==> config.mk <==
export PLATFORM = sky130hd
export DESIGN_NAME = moving_average_filter_flat
export DESIGN_NICKNAME = d
export VERILOG_FILES = /design/src/design/mvavg_pkg.sv /design/src/design/mvavg_in_if.sv /design/src/design/mvavg_out_if.sv /design/src/design/moving_average_filter.sv /design/src/design/mvavg_ring.sv /design/src/design/mvavg_accum.sv /design/src/flat_wrapper.sv
export VERILOG_INCLUDE_DIRS = /design/src /design/src/design
export SDC_FILE = /design/constraint.sdc
export NUM_CORES = 1
export LEC_CHECK = 0
export ABC_AREA = 1
export BUFFER_PORTS_ARGS = -buffer_cell sky130_fd_sc_hd__clkbuf_2
export CORE_MARGIN = 2
export CORE_UTILIZATION = 45
export DETAILED_ROUTE_END_ITERATION = 16
export GPL_TIMING_DRIVEN = 0
export PLACE_DENSITY = 0.67
export SYNTH_ARGS = -nofsm -noshare
export SYNTH_HDL_FRONTEND = slang
export SYNTH_SLANG_ARGS = --single-unit
==> constraint.sdc <==
create_clock -name clk -period 4.63 [get_ports clk]
set_input_delay 0.2315 -clock clk [delete_from_list [all_inputs] [get_ports clk]]
set_output_delay 0.2315 -clock clk [all_outputs]
set_load 0.01 [all_outputs]
==> src/design/moving_average_filter_defines.svh <==
// ----------------------------------------------------------------------------
// Moving average filter assertion macros
// Shared concurrent assertion forms for the filter blocks.
// ----------------------------------------------------------------------------
`ifndef MOVING_AVERAGE_FILTER_DEFINES_SVH
`define MOVING_AVERAGE_FILTER_DEFINES_SVH

// same-cycle implication
`define MVAVG_ASSERT_NOW(label, clk, rst_n, ante, cons, msg) \
	label: assert property (@(posedge clk) disable iff (!rst_n) (ante) |-> (cons)) \
		else $error(msg);

// next-cycle implication
`define MVAVG_ASSERT_NEXT(label, clk, rst_n, ante, cons, msg) \
	label: assert property (@(posedge clk) disable iff (!rst_n) (ante) |=> (cons)) \
		else $error(msg);

`endif

==> src/design/mvavg_pkg.sv <==
// ----------------------------------------------------------------------------
// Moving average filter package
// Function codes and the stage control group shared by the filter blocks.
// ----------------------------------------------------------------------------
package mvavg_pkg;

	typedef enum logic [0:0] {
		FUNC_PUSH    = 1'b0,
		FUNC_PRELOAD = 1'b1
	} func_t;

	typedef struct packed {
		logic valid;
		logic preload;
	} s1_ctrl_t;

endpackage

==> src/design/mvavg_in_if.sv <==
// ----------------------------------------------------------------------------
// Moving average filter sample channel
// Valid/ready channel carrying a function code and one converter sample.
// ----------------------------------------------------------------------------
interface mvavg_in_if
	import mvavg_pkg::*;
#(
	parameter int SAMPLE_BITS = 12
);
	logic                   valid;
	logic                   ready;
	func_t                  func;
	logic [SAMPLE_BITS-1:0] sample;

	modport source (output valid, output func, output sample, input ready);
	modport sink (input valid, input func, input sample, output ready);
endinterface

==> src/design/mvavg_out_if.sv <==
// ----------------------------------------------------------------------------
// Moving average filter result channel
// Valid/ready channel carrying one truncated average.
// ----------------------------------------------------------------------------
interface mvavg_out_if #(
	parameter int SAMPLE_BITS = 12
);
	logic                   valid;
	logic                   ready;
	logic [SAMPLE_BITS-1:0] average;

	modport source (output valid, output average, input ready);
	modport sink (input valid, input average, output ready);
endinterface

==> src/design/moving_average_filter.sv <==
// ----------------------------------------------------------------------------
// Moving average filter
// Boxcar mean over the last 2^DEPTH_LOG2 samples, one result per item.
//
//   channel  role    payload
//   feed     sink    func, sample
//   result   source  average
//
// Throughput is one item per cycle while the result is not stalled; the feed
// transfer reaches the result valid through the ring memory read into the
// stage register, then the running sum update into the output register.
// Reset clears the sum, position and fill value at once; no clearing pass.
// A stalled result holds the stage behind it; feed ready drops only when
// that stage is full and cannot advance.
// ----------------------------------------------------------------------------
`include "moving_average_filter_defines.svh"

module moving_average_filter
	import mvavg_pkg::*;
#(
	parameter int DEPTH_LOG2  = 6,
	parameter int SAMPLE_BITS = 12
) (
	input logic         clk,
	input logic         arst_n,
	mvavg_in_if.sink    feed,
	mvavg_out_if.source result
);
	s1_ctrl_t               ctrl_s1;
	logic [SAMPLE_BITS-1:0] old_s1;
	logic [SAMPLE_BITS-1:0] sample_s1;
	logic                   advance;
	logic                   in_fire;

	assign feed.ready = !ctrl_s1.valid || advance;
	assign in_fire    = feed.valid && feed.ready;

	mvavg_ring #(
		.DEPTH_LOG2  (DEPTH_LOG2),
		.SAMPLE_BITS (SAMPLE_BITS)
	) u_ring (
		.clk       (clk),
		.arst_n    (arst_n),
		.in_fire   (in_fire),
		.in_func   (feed.func),
		.in_sample (feed.sample),
		.advance   (advance),
		.ctrl_s1   (ctrl_s1),
		.old_s1    (old_s1),
		.sample_s1 (sample_s1)
	);

	mvavg_accum #(
		.DEPTH_LOG2  (DEPTH_LOG2),
		.SAMPLE_BITS (SAMPLE_BITS)
	) u_accum (
		.clk       (clk),
		.arst_n    (arst_n),
		.ctrl_s1   (ctrl_s1),
		.old_s1    (old_s1),
		.sample_s1 (sample_s1),
		.advance   (advance),
		.result    (result)
	);

	`MVAVG_ASSERT_NOW(a_stall_blocks_feed, clk, arst_n, ctrl_s1.valid && !advance, !feed.ready, "feed ready while stage stalled")
	`MVAVG_ASSERT_NEXT(a_preload_enters, clk, arst_n, in_fire && feed.func == FUNC_PRELOAD, ctrl_s1.valid && ctrl_s1.preload, "preload transfer lost")
	`MVAVG_ASSERT_NEXT(a_advance_shows, clk, arst_n, advance, result.valid, "result missing after advance")

endmodule

==> src/design/mvavg_ring.sv <==
// ----------------------------------------------------------------------------
// Moving average sample ring
// Sample memory with write position and preload fill value; reads the oldest
// entry on each transfer and writes a pushed sample back as the stage advances.
// ----------------------------------------------------------------------------
module mvavg_ring
	import mvavg_pkg::*;
#(
	parameter int DEPTH_LOG2  = 6,
	parameter int SAMPLE_BITS = 12
) (
	input  logic                   clk,
	input  logic                   arst_n,
	input  logic                   in_fire,
	input  func_t                  in_func,
	input  logic [SAMPLE_BITS-1:0] in_sample,
	input  logic                   advance,
	output s1_ctrl_t               ctrl_s1,
	output logic [SAMPLE_BITS-1:0] old_s1,
	output logic [SAMPLE_BITS-1:0] sample_s1
);
	localparam int DEPTH = 1 << DEPTH_LOG2;

	logic [SAMPLE_BITS-1:0] ring_mem [DEPTH];
	logic [DEPTH_LOG2-1:0]  pos_q;
	logic                   wrapped_q;
	logic [SAMPLE_BITS-1:0] fill_q;

	logic [SAMPLE_BITS-1:0] rd_s1;
	logic [SAMPLE_BITS-1:0] fill_s1;
	logic [DEPTH_LOG2-1:0]  pos_s1;
	logic                   use_fill_s1;

	always_ff @(posedge clk) begin
		if (in_fire) begin
			rd_s1 <= ring_mem[pos_q];
		end
		if (advance && !ctrl_s1.preload) begin
			ring_mem[pos_s1] <= sample_s1;
		end
	end

	always_ff @(posedge clk) begin
		if (in_fire) begin
			sample_s1   <= in_sample;
			pos_s1      <= pos_q;
			fill_s1     <= fill_q;
			use_fill_s1 <= !wrapped_q;
		end
	end

	always_ff @(posedge clk or negedge arst_n) begin
		if (!arst_n) begin
			pos_q     <= '0;
			wrapped_q <= 1'b0;
			fill_q    <= '0;
			ctrl_s1   <= '0;
		end else begin
			if (in_fire) begin
				ctrl_s1.valid   <= 1'b1;
				ctrl_s1.preload <= (in_func == FUNC_PRELOAD);
				if (in_func == FUNC_PRELOAD) begin
					pos_q     <= '0;
					wrapped_q <= 1'b0;
					fill_q    <= in_sample;
				end else begin
					pos_q <= pos_q + 1'b1;
					if (pos_q == DEPTH_LOG2'(DEPTH - 1)) begin
						wrapped_q <= 1'b1;
					end
				end
			end else if (advance) begin
				ctrl_s1.valid <= 1'b0;
			end
		end
	end

	// entries not rewritten since the last preload hold the fill value
	assign old_s1 = use_fill_s1 ? fill_s1 : rd_s1;

endmodule

==> src/design/mvavg_accum.sv <==
// ----------------------------------------------------------------------------
// Moving average accumulator
// Running sum update and the result output register.
// ----------------------------------------------------------------------------
module mvavg_accum
	import mvavg_pkg::*;
#(
	parameter int DEPTH_LOG2  = 6,
	parameter int SAMPLE_BITS = 12
) (
	input  logic                   clk,
	input  logic                   arst_n,
	input  s1_ctrl_t               ctrl_s1,
	input  logic [SAMPLE_BITS-1:0] old_s1,
	input  logic [SAMPLE_BITS-1:0] sample_s1,
	output logic                   advance,
	mvavg_out_if.source            result
);
	localparam int SUM_BITS = SAMPLE_BITS + DEPTH_LOG2;

	logic [SUM_BITS-1:0]    sum_q;
	logic [SUM_BITS-1:0]    sum_next;
	logic [SAMPLE_BITS-1:0] avg_q;
	logic                   out_valid_q;

	assign advance = ctrl_s1.valid && (!out_valid_q || result.ready);

	always_comb begin
		if (ctrl_s1.preload) begin
			sum_next = {sample_s1, {DEPTH_LOG2{1'b0}}};
		end else begin
			sum_next = sum_q - SUM_BITS'(old_s1) + SUM_BITS'(sample_s1);
		end
	end

	always_ff @(posedge clk) begin
		if (advance) begin
			avg_q <= sum_next[SUM_BITS-1:DEPTH_LOG2];
		end
	end

	always_ff @(posedge clk or negedge arst_n) begin
		if (!arst_n) begin
			sum_q       <= '0;
			out_valid_q <= 1'b0;
		end else begin
			if (advance) begin
				sum_q       <= sum_next;
				out_valid_q <= 1'b1;
			end else if (result.ready) begin
				out_valid_q <= 1'b0;
			end
		end
	end

	assign result.valid   = out_valid_q;
	assign result.average = avg_q;

endmodule
==> src/flat_wrapper.sv <==
// flat-port wrapper written by rule: the top's interface ports become plain ports
module moving_average_filter_flat import mvavg_pkg::*;
#(
	parameter int DEPTH_LOG2  = 6,
	parameter int SAMPLE_BITS = 12
)
  (clk, arst_n, feed_valid, feed_func, feed_sample, feed_ready, result_valid, result_average, result_ready);
  mvavg_in_if #(.SAMPLE_BITS(SAMPLE_BITS)) feed_i ();
  mvavg_out_if #(.SAMPLE_BITS(SAMPLE_BITS)) result_i ();
  input logic clk;
  input logic arst_n;
  input wire logic [$bits(feed_i.valid)-1:0] feed_valid;
  input wire logic [$bits(feed_i.func)-1:0] feed_func;
  input wire logic [$bits(feed_i.sample)-1:0] feed_sample;
  output wire logic [$bits(feed_i.ready)-1:0] feed_ready;
  output wire logic [$bits(result_i.valid)-1:0] result_valid;
  output wire logic [$bits(result_i.average)-1:0] result_average;
  input wire logic [$bits(result_i.ready)-1:0] result_ready;
  assign feed_i.valid = feed_valid;
  assign feed_i.func = feed_func;
  assign feed_i.sample = feed_sample;
  assign feed_ready = feed_i.ready;
  assign result_valid = result_i.valid;
  assign result_average = result_i.average;
  assign result_i.ready = result_ready;
  moving_average_filter #(.DEPTH_LOG2(DEPTH_LOG2), .SAMPLE_BITS(SAMPLE_BITS)) u_core (.clk(clk), .arst_n(arst_n), .feed(feed_i), .result(result_i));
endmodule
==> flow_summary_export.csv <==
group,metric,value,unit
status,outcome,"finished, final reports clean",
sta,timing.final.setup_violations,0,
worst_setup_path,critical-path-max-stage-delay,1.28,ns
cts,clock_insertion_delay_worst_skew,0.65,ns
yosys,synth_simple_gate_area_share,11.5,%
sta,share_of_the_clock_period_used_by_the_worst_path_after_layout,81.8,%
pwr,pwr-share-seq,43.2,%
flow_run,max_cap_viol_count,0,
worst_setup_path,r2r-start,"u_core.u_accum.result.valid$_DFFE_PN0P_",
yosys,average_cell_area_after_synthesis,12.4,sq um
pwr,power_frac_clock,32.4,%
pwr,ir_drop,294,uV
cts,deepest_clock_path_buffer_count,3,
placement,port_buffers,30,
sta,worst_hold_slack,0.328,ns
yosys,largest_family_of_logic_cells_by_synthesized_area,"simple AND/OR/NAND/NOR gates",
pwr,static-leakage-power,0.0141,uW
cts,cts.htree.levels,3,
cts,cts_inserted_buffers,85,
placement,numPlacedInstances,3989,
worst_setup_path,cp_slowest_cell,"sky130_fd_sc_hd__nor2_1",
yosys,post_synth_fa_ha_maj_area_fraction,1.34,%
layout,final_nets,3090,
worst_setup_path,worst-setup-path-type,"reg2reg",
sta,report.final.slew_viol_count,0,
cts,tritoncts,"done",
sta,finalHoldViolCount,0,
layout,fillCellCount,6602,
yosys,synth-warning-count,0,
die,die_h,285,um
cts,clkSlewWorstSetupHoldPaths,0.07,ns
worst_setup_path,rr_worst_depth,7,
drt,avgViaCountPerCell,5.92,
yosys,synth.distinct_cells,39,
pwr,power.share.combinational,24.3,%
layout,multi_input_comb_area,8430,sq um
die,floorplan.die.width,285,um
die,coreArea,78600,sq um
yosys,post_synth_xor_area_fraction,0.0986,%
drt,average_detailed_routed_wire_length_per_instance,26.6,um
layout,regArea,25700,sq um
layout,finalNonFillerCells,4161,
worst_hold_path,hold_class,"in2reg",
placement,dpl-instance-area,37900,sq um
drt,dr_wl_met3,13.8,mm
die,num_io_pins,31,
worst_setup_path,timing.rr.end,"u_core.u_ring.ring_mem[44][6]$_DFFE_PP_",
worst_setup_path,startpoint,"u_core.u_accum.result.valid$_DFFE_PN0P_",
grt,first_pass_grt_wire_length,158,mm
grt,antenna_violations_before_repair,4,
yosys,synth_area,35500,sq um
layout,area_growth_syn_to_layout,14.8,%
drt,postRouteAntennaNets,0,
worst_setup_path,crit_path_end_kind,"flop",
drt,met2RoutedLength,49.7,mm
sta,relSlewSlack,4.62,%
placement,place_congestion,0.990,
drt,wirelength_met1,42.4,mm
cts,postCtsSetupRepairBufs,0,
worst_setup_path,cp_cell_sequence,"nand2_1 -> nand2_1 -> nor2_2 -> inv_1 -> nor2_2 -> nand2_1 -> nor2_1",
sta,setup_repair_after_global_routing_missed_its_margin,"no",
pwr,p_int,14300,uW
worst_setup_path,crit_path_end,"u_core.u_ring.ring_mem[44][6]$_DFFE_PP_",
cts,cts_sinks,863,
sta,maxClockFrequency,264,MHz
sta,worst_pin_slew,1.43,ns
layout,post-route-cell-area,40800,sq um
grt,maximum_number_of_pins_on_one_net_before_global_route_repair,46,
yosys,synth_sequential_area_ratio,72.4,%
layout,antenna_cells_inserted,0,
worst_setup_path,required,4.87,ns
drt,dr.max_layer_used,"met5",
drt,final_routed_wirelength,111,mm
worst_setup_path,crit_path_frequent_cell,"sky130_fd_sc_hd__nand2_1",
sta,layout_setup_ws,0.843,ns
worst_setup_path,worstSetupPathDepth,7,
yosys,ys_ff_latch,863,
worst_hold_path,hold_startpoint,"feed_sample[8]",
grt,number_of_global_route_vias_before_repair,23100,
yosys,synthesis.nets,2922,
pwr,power.share.switching,31.7,%
worst_setup_path,arrival,4.02,ns
pwr,power.switching,6630,uW
pwr,power.density_cell_area,512,nW/um^2
worst_setup_path,critical_path.startpoint_type,"flop",
yosys,synthMuxAreaShare,0.380,%
worst_setup_path,critical_path_peak_fanout,12,
placement,dpl.hpwl,75.1,mm
placement,detailedPlace.worstSlack,0.901,ns
sta,crit_path_time_final,3.79,ns
worst_setup_path,crit_buf_inv,1,
yosys,synth_compound_gate_area_share,10.3,%
yosys,syn_inst,2874,
die,initial_utilization,45.2,%
cts,root_buffer,"sky130_fd_sc_hd__clkbuf_16",
grt,grt_total_ovfl,0,
drt,vias,24700,
pwr,totalPowerFinal,20900,uW
worst_setup_path,crit_path_leading_delay_family,"simple AND/OR/NAND/NOR gates",
die,design.die.area,81200,sq um
drt,drc,0,
drt,drt_first_pass_iters,6,
layout,post_route_cells_drive_above_1_share,10.4,%
grt,track_usage,27.0,%
sta,fin_worst_skew,0.0225,ns
worst_setup_path,timing.reg2reg.setup_slack,0.84,ns
drt,dr.first_iter.drc_count,3647,
die,row_count,103,
## metal layers
layer | vias up | global-route usage, %
met5 | - | 0
li1 | 10700 | -
met4 | 4 | 11.5
met2 | 1741 | 41.4
met3 | 280 | 6.51
met1 | 12000 | 36.8
## synth_stat cells (all sizes together)
cell type | count | area (sq um)
nand3b | 1 | 7.51
o21a | 1 | 7.51
o21ai | 405 | 2030
a22oi | 20 | 150
ha | 19 | 238
a211oi | 1 | 7.51
o211ai | 95 | 713
clkbuf | 62 | 234
dfrtp | 40 | 1000
buf | 99 | 716
clkinv | 1 | 3.75
nor3 | 2 | 10.0
and2 | 11 | 68.8
nand4 | 4 | 25.0
nor2 | 569 | 2150
xnor2 | 2 | 17.5
xor2 | 2 | 17.5
fa | 12 | 240
a21oi | 44 | 220
a22o | 1 | 8.76
or2 | 1 | 6.26
edfxtp | 823 | 24700
inv | 127 | 482
mux2 | 12 | 135
nand3 | 128 | 656
o221ai | 2 | 17.5
o22ai | 81 | 507
nand2 | 309 | 1160
## layout make-up
class	instances	share of cell area, %
timing repair buffer	81	2.96
tap	1050	3.22
sequential	863	63.0
buffer	161	2.33
clock buffer	112	5.64
inverter	128	1.19
multi-input combinational	1722	20.7
clock inverter	44	0.954
## how the worst min path moves through the flow
stage | depth (start not counted) | slack [ns] | endpoint
2_1_floorplan | 0 | -0.06 | u_core.u_accum.result.valid$_DFFE_PN0P_
3_3_place_gp | 1 | 0.43 | u_core.u_ring.sample_s1[2]$_DFFE_PP_
3_5_place_dp | 1 | 0.43 | u_core.u_ring.sample_s1[2]$_DFFE_PP_
4_1_cts | 2 | 0.32 | u_core.u_ring.sample_s1[8]$_DFFE_PP_
5_1_grt | 2 | 0.33 | u_core.u_ring.sample_s1[10]$_DFFE_PP_
6_report | 2 | 0.33 | u_core.u_ring.sample_s1[8]$_DFFE_PP_
## cells by family (layout without fill, tap and decap cells)
kind of cell             Yosys count  in the layout
XOR/XNOR                           4              4
AND/OR/NAND/NOR                 1025           1025
flip-flops                       863            863
AO/OA/AOI/OAI                    650            650
buffers and inverters            289            526
multiplexers                      12             12
adder cells (fa/ha/maj)           31             31
## per-stage QoR
step	TNS [ns]	util (%)
2_1_floorplan	0	-
3_3_place_gp	-4.98	47.1
3_5_place_dp	0	48.2
4_1_cts	0	51.9
5_1_grt	0	51.9
6_report	0	51.9
## layout by cell type, fill, tap and decap left out, types with 11 or more instances in the layout
cell | Yosys | layout
sky130_fd_sc_hd__a21oi_1 | 44 | 44
sky130_fd_sc_hd__a22oi_1 | 20 | 20
sky130_fd_sc_hd__and2_1 | 11 | 11
sky130_fd_sc_hd__buf_16 | 0 | 29
sky130_fd_sc_hd__buf_2 | 47 | 47
sky130_fd_sc_hd__buf_4 | 18 | 18
sky130_fd_sc_hd__buf_6 | 26 | 26
sky130_fd_sc_hd__clkbuf_1 | 61 | 84
sky130_fd_sc_hd__clkbuf_16 | 0 | 88
sky130_fd_sc_hd__clkbuf_2 | 1 | 31
sky130_fd_sc_hd__clkinv_1 | 1 | 12
sky130_fd_sc_hd__clkinv_2 | 0 | 20
sky130_fd_sc_hd__dfrtp_1 | 40 | 40
sky130_fd_sc_hd__dlygate4sd3_1 | 0 | 16
sky130_fd_sc_hd__edfxtp_1 | 823 | 823
sky130_fd_sc_hd__fa_1 | 12 | 12
sky130_fd_sc_hd__ha_1 | 19 | 19
sky130_fd_sc_hd__inv_1 | 122 | 121
sky130_fd_sc_hd__mux2_2 | 12 | 12
sky130_fd_sc_hd__nand2_1 | 309 | 309
sky130_fd_sc_hd__nand3_1 | 125 | 125
sky130_fd_sc_hd__nor2_1 | 565 | 550
sky130_fd_sc_hd__nor2_2 | 3 | 18
sky130_fd_sc_hd__o211ai_1 | 95 | 95
sky130_fd_sc_hd__o21ai_0 | 321 | 321
sky130_fd_sc_hd__o21ai_1 | 84 | 84
sky130_fd_sc_hd__o22ai_1 | 81 | 81
## sequential cells by signal (all words and copies together), names as in the netlist, 2 cells and up
register	flops
u_core.u_accum.sum_q	18
u_core.u_ring.pos_s1	6
u_core.u_ring.fill_s1	12
u_core.u_ring.ctrl_s1	2
u_core.u_accum.result.average	12
u_core.u_ring.fill_q	12
u_core.u_ring.sample_s1	12
u_core.u_ring.ring_mem	768
u_core.u_ring.rd_s1	12
u_core.u_ring.pos_q	6
## power by group through the flow
stage,clock network [uW],logic (uW),registers (uW)
finish,6780,5080,9030
global route,7090,5470,9060
CTS,6810,4940,9030
detailed placement,0,4910,9200
global placement,0,4600,9350
floorplan,0,2910,9240
## repair_timing
item	4_1_cts	5_1_grt
hold buffers	16	0
gates resized for setup	0	0
endpoints found under the hold margin	69	0
(Power assumes the default switching activity.)
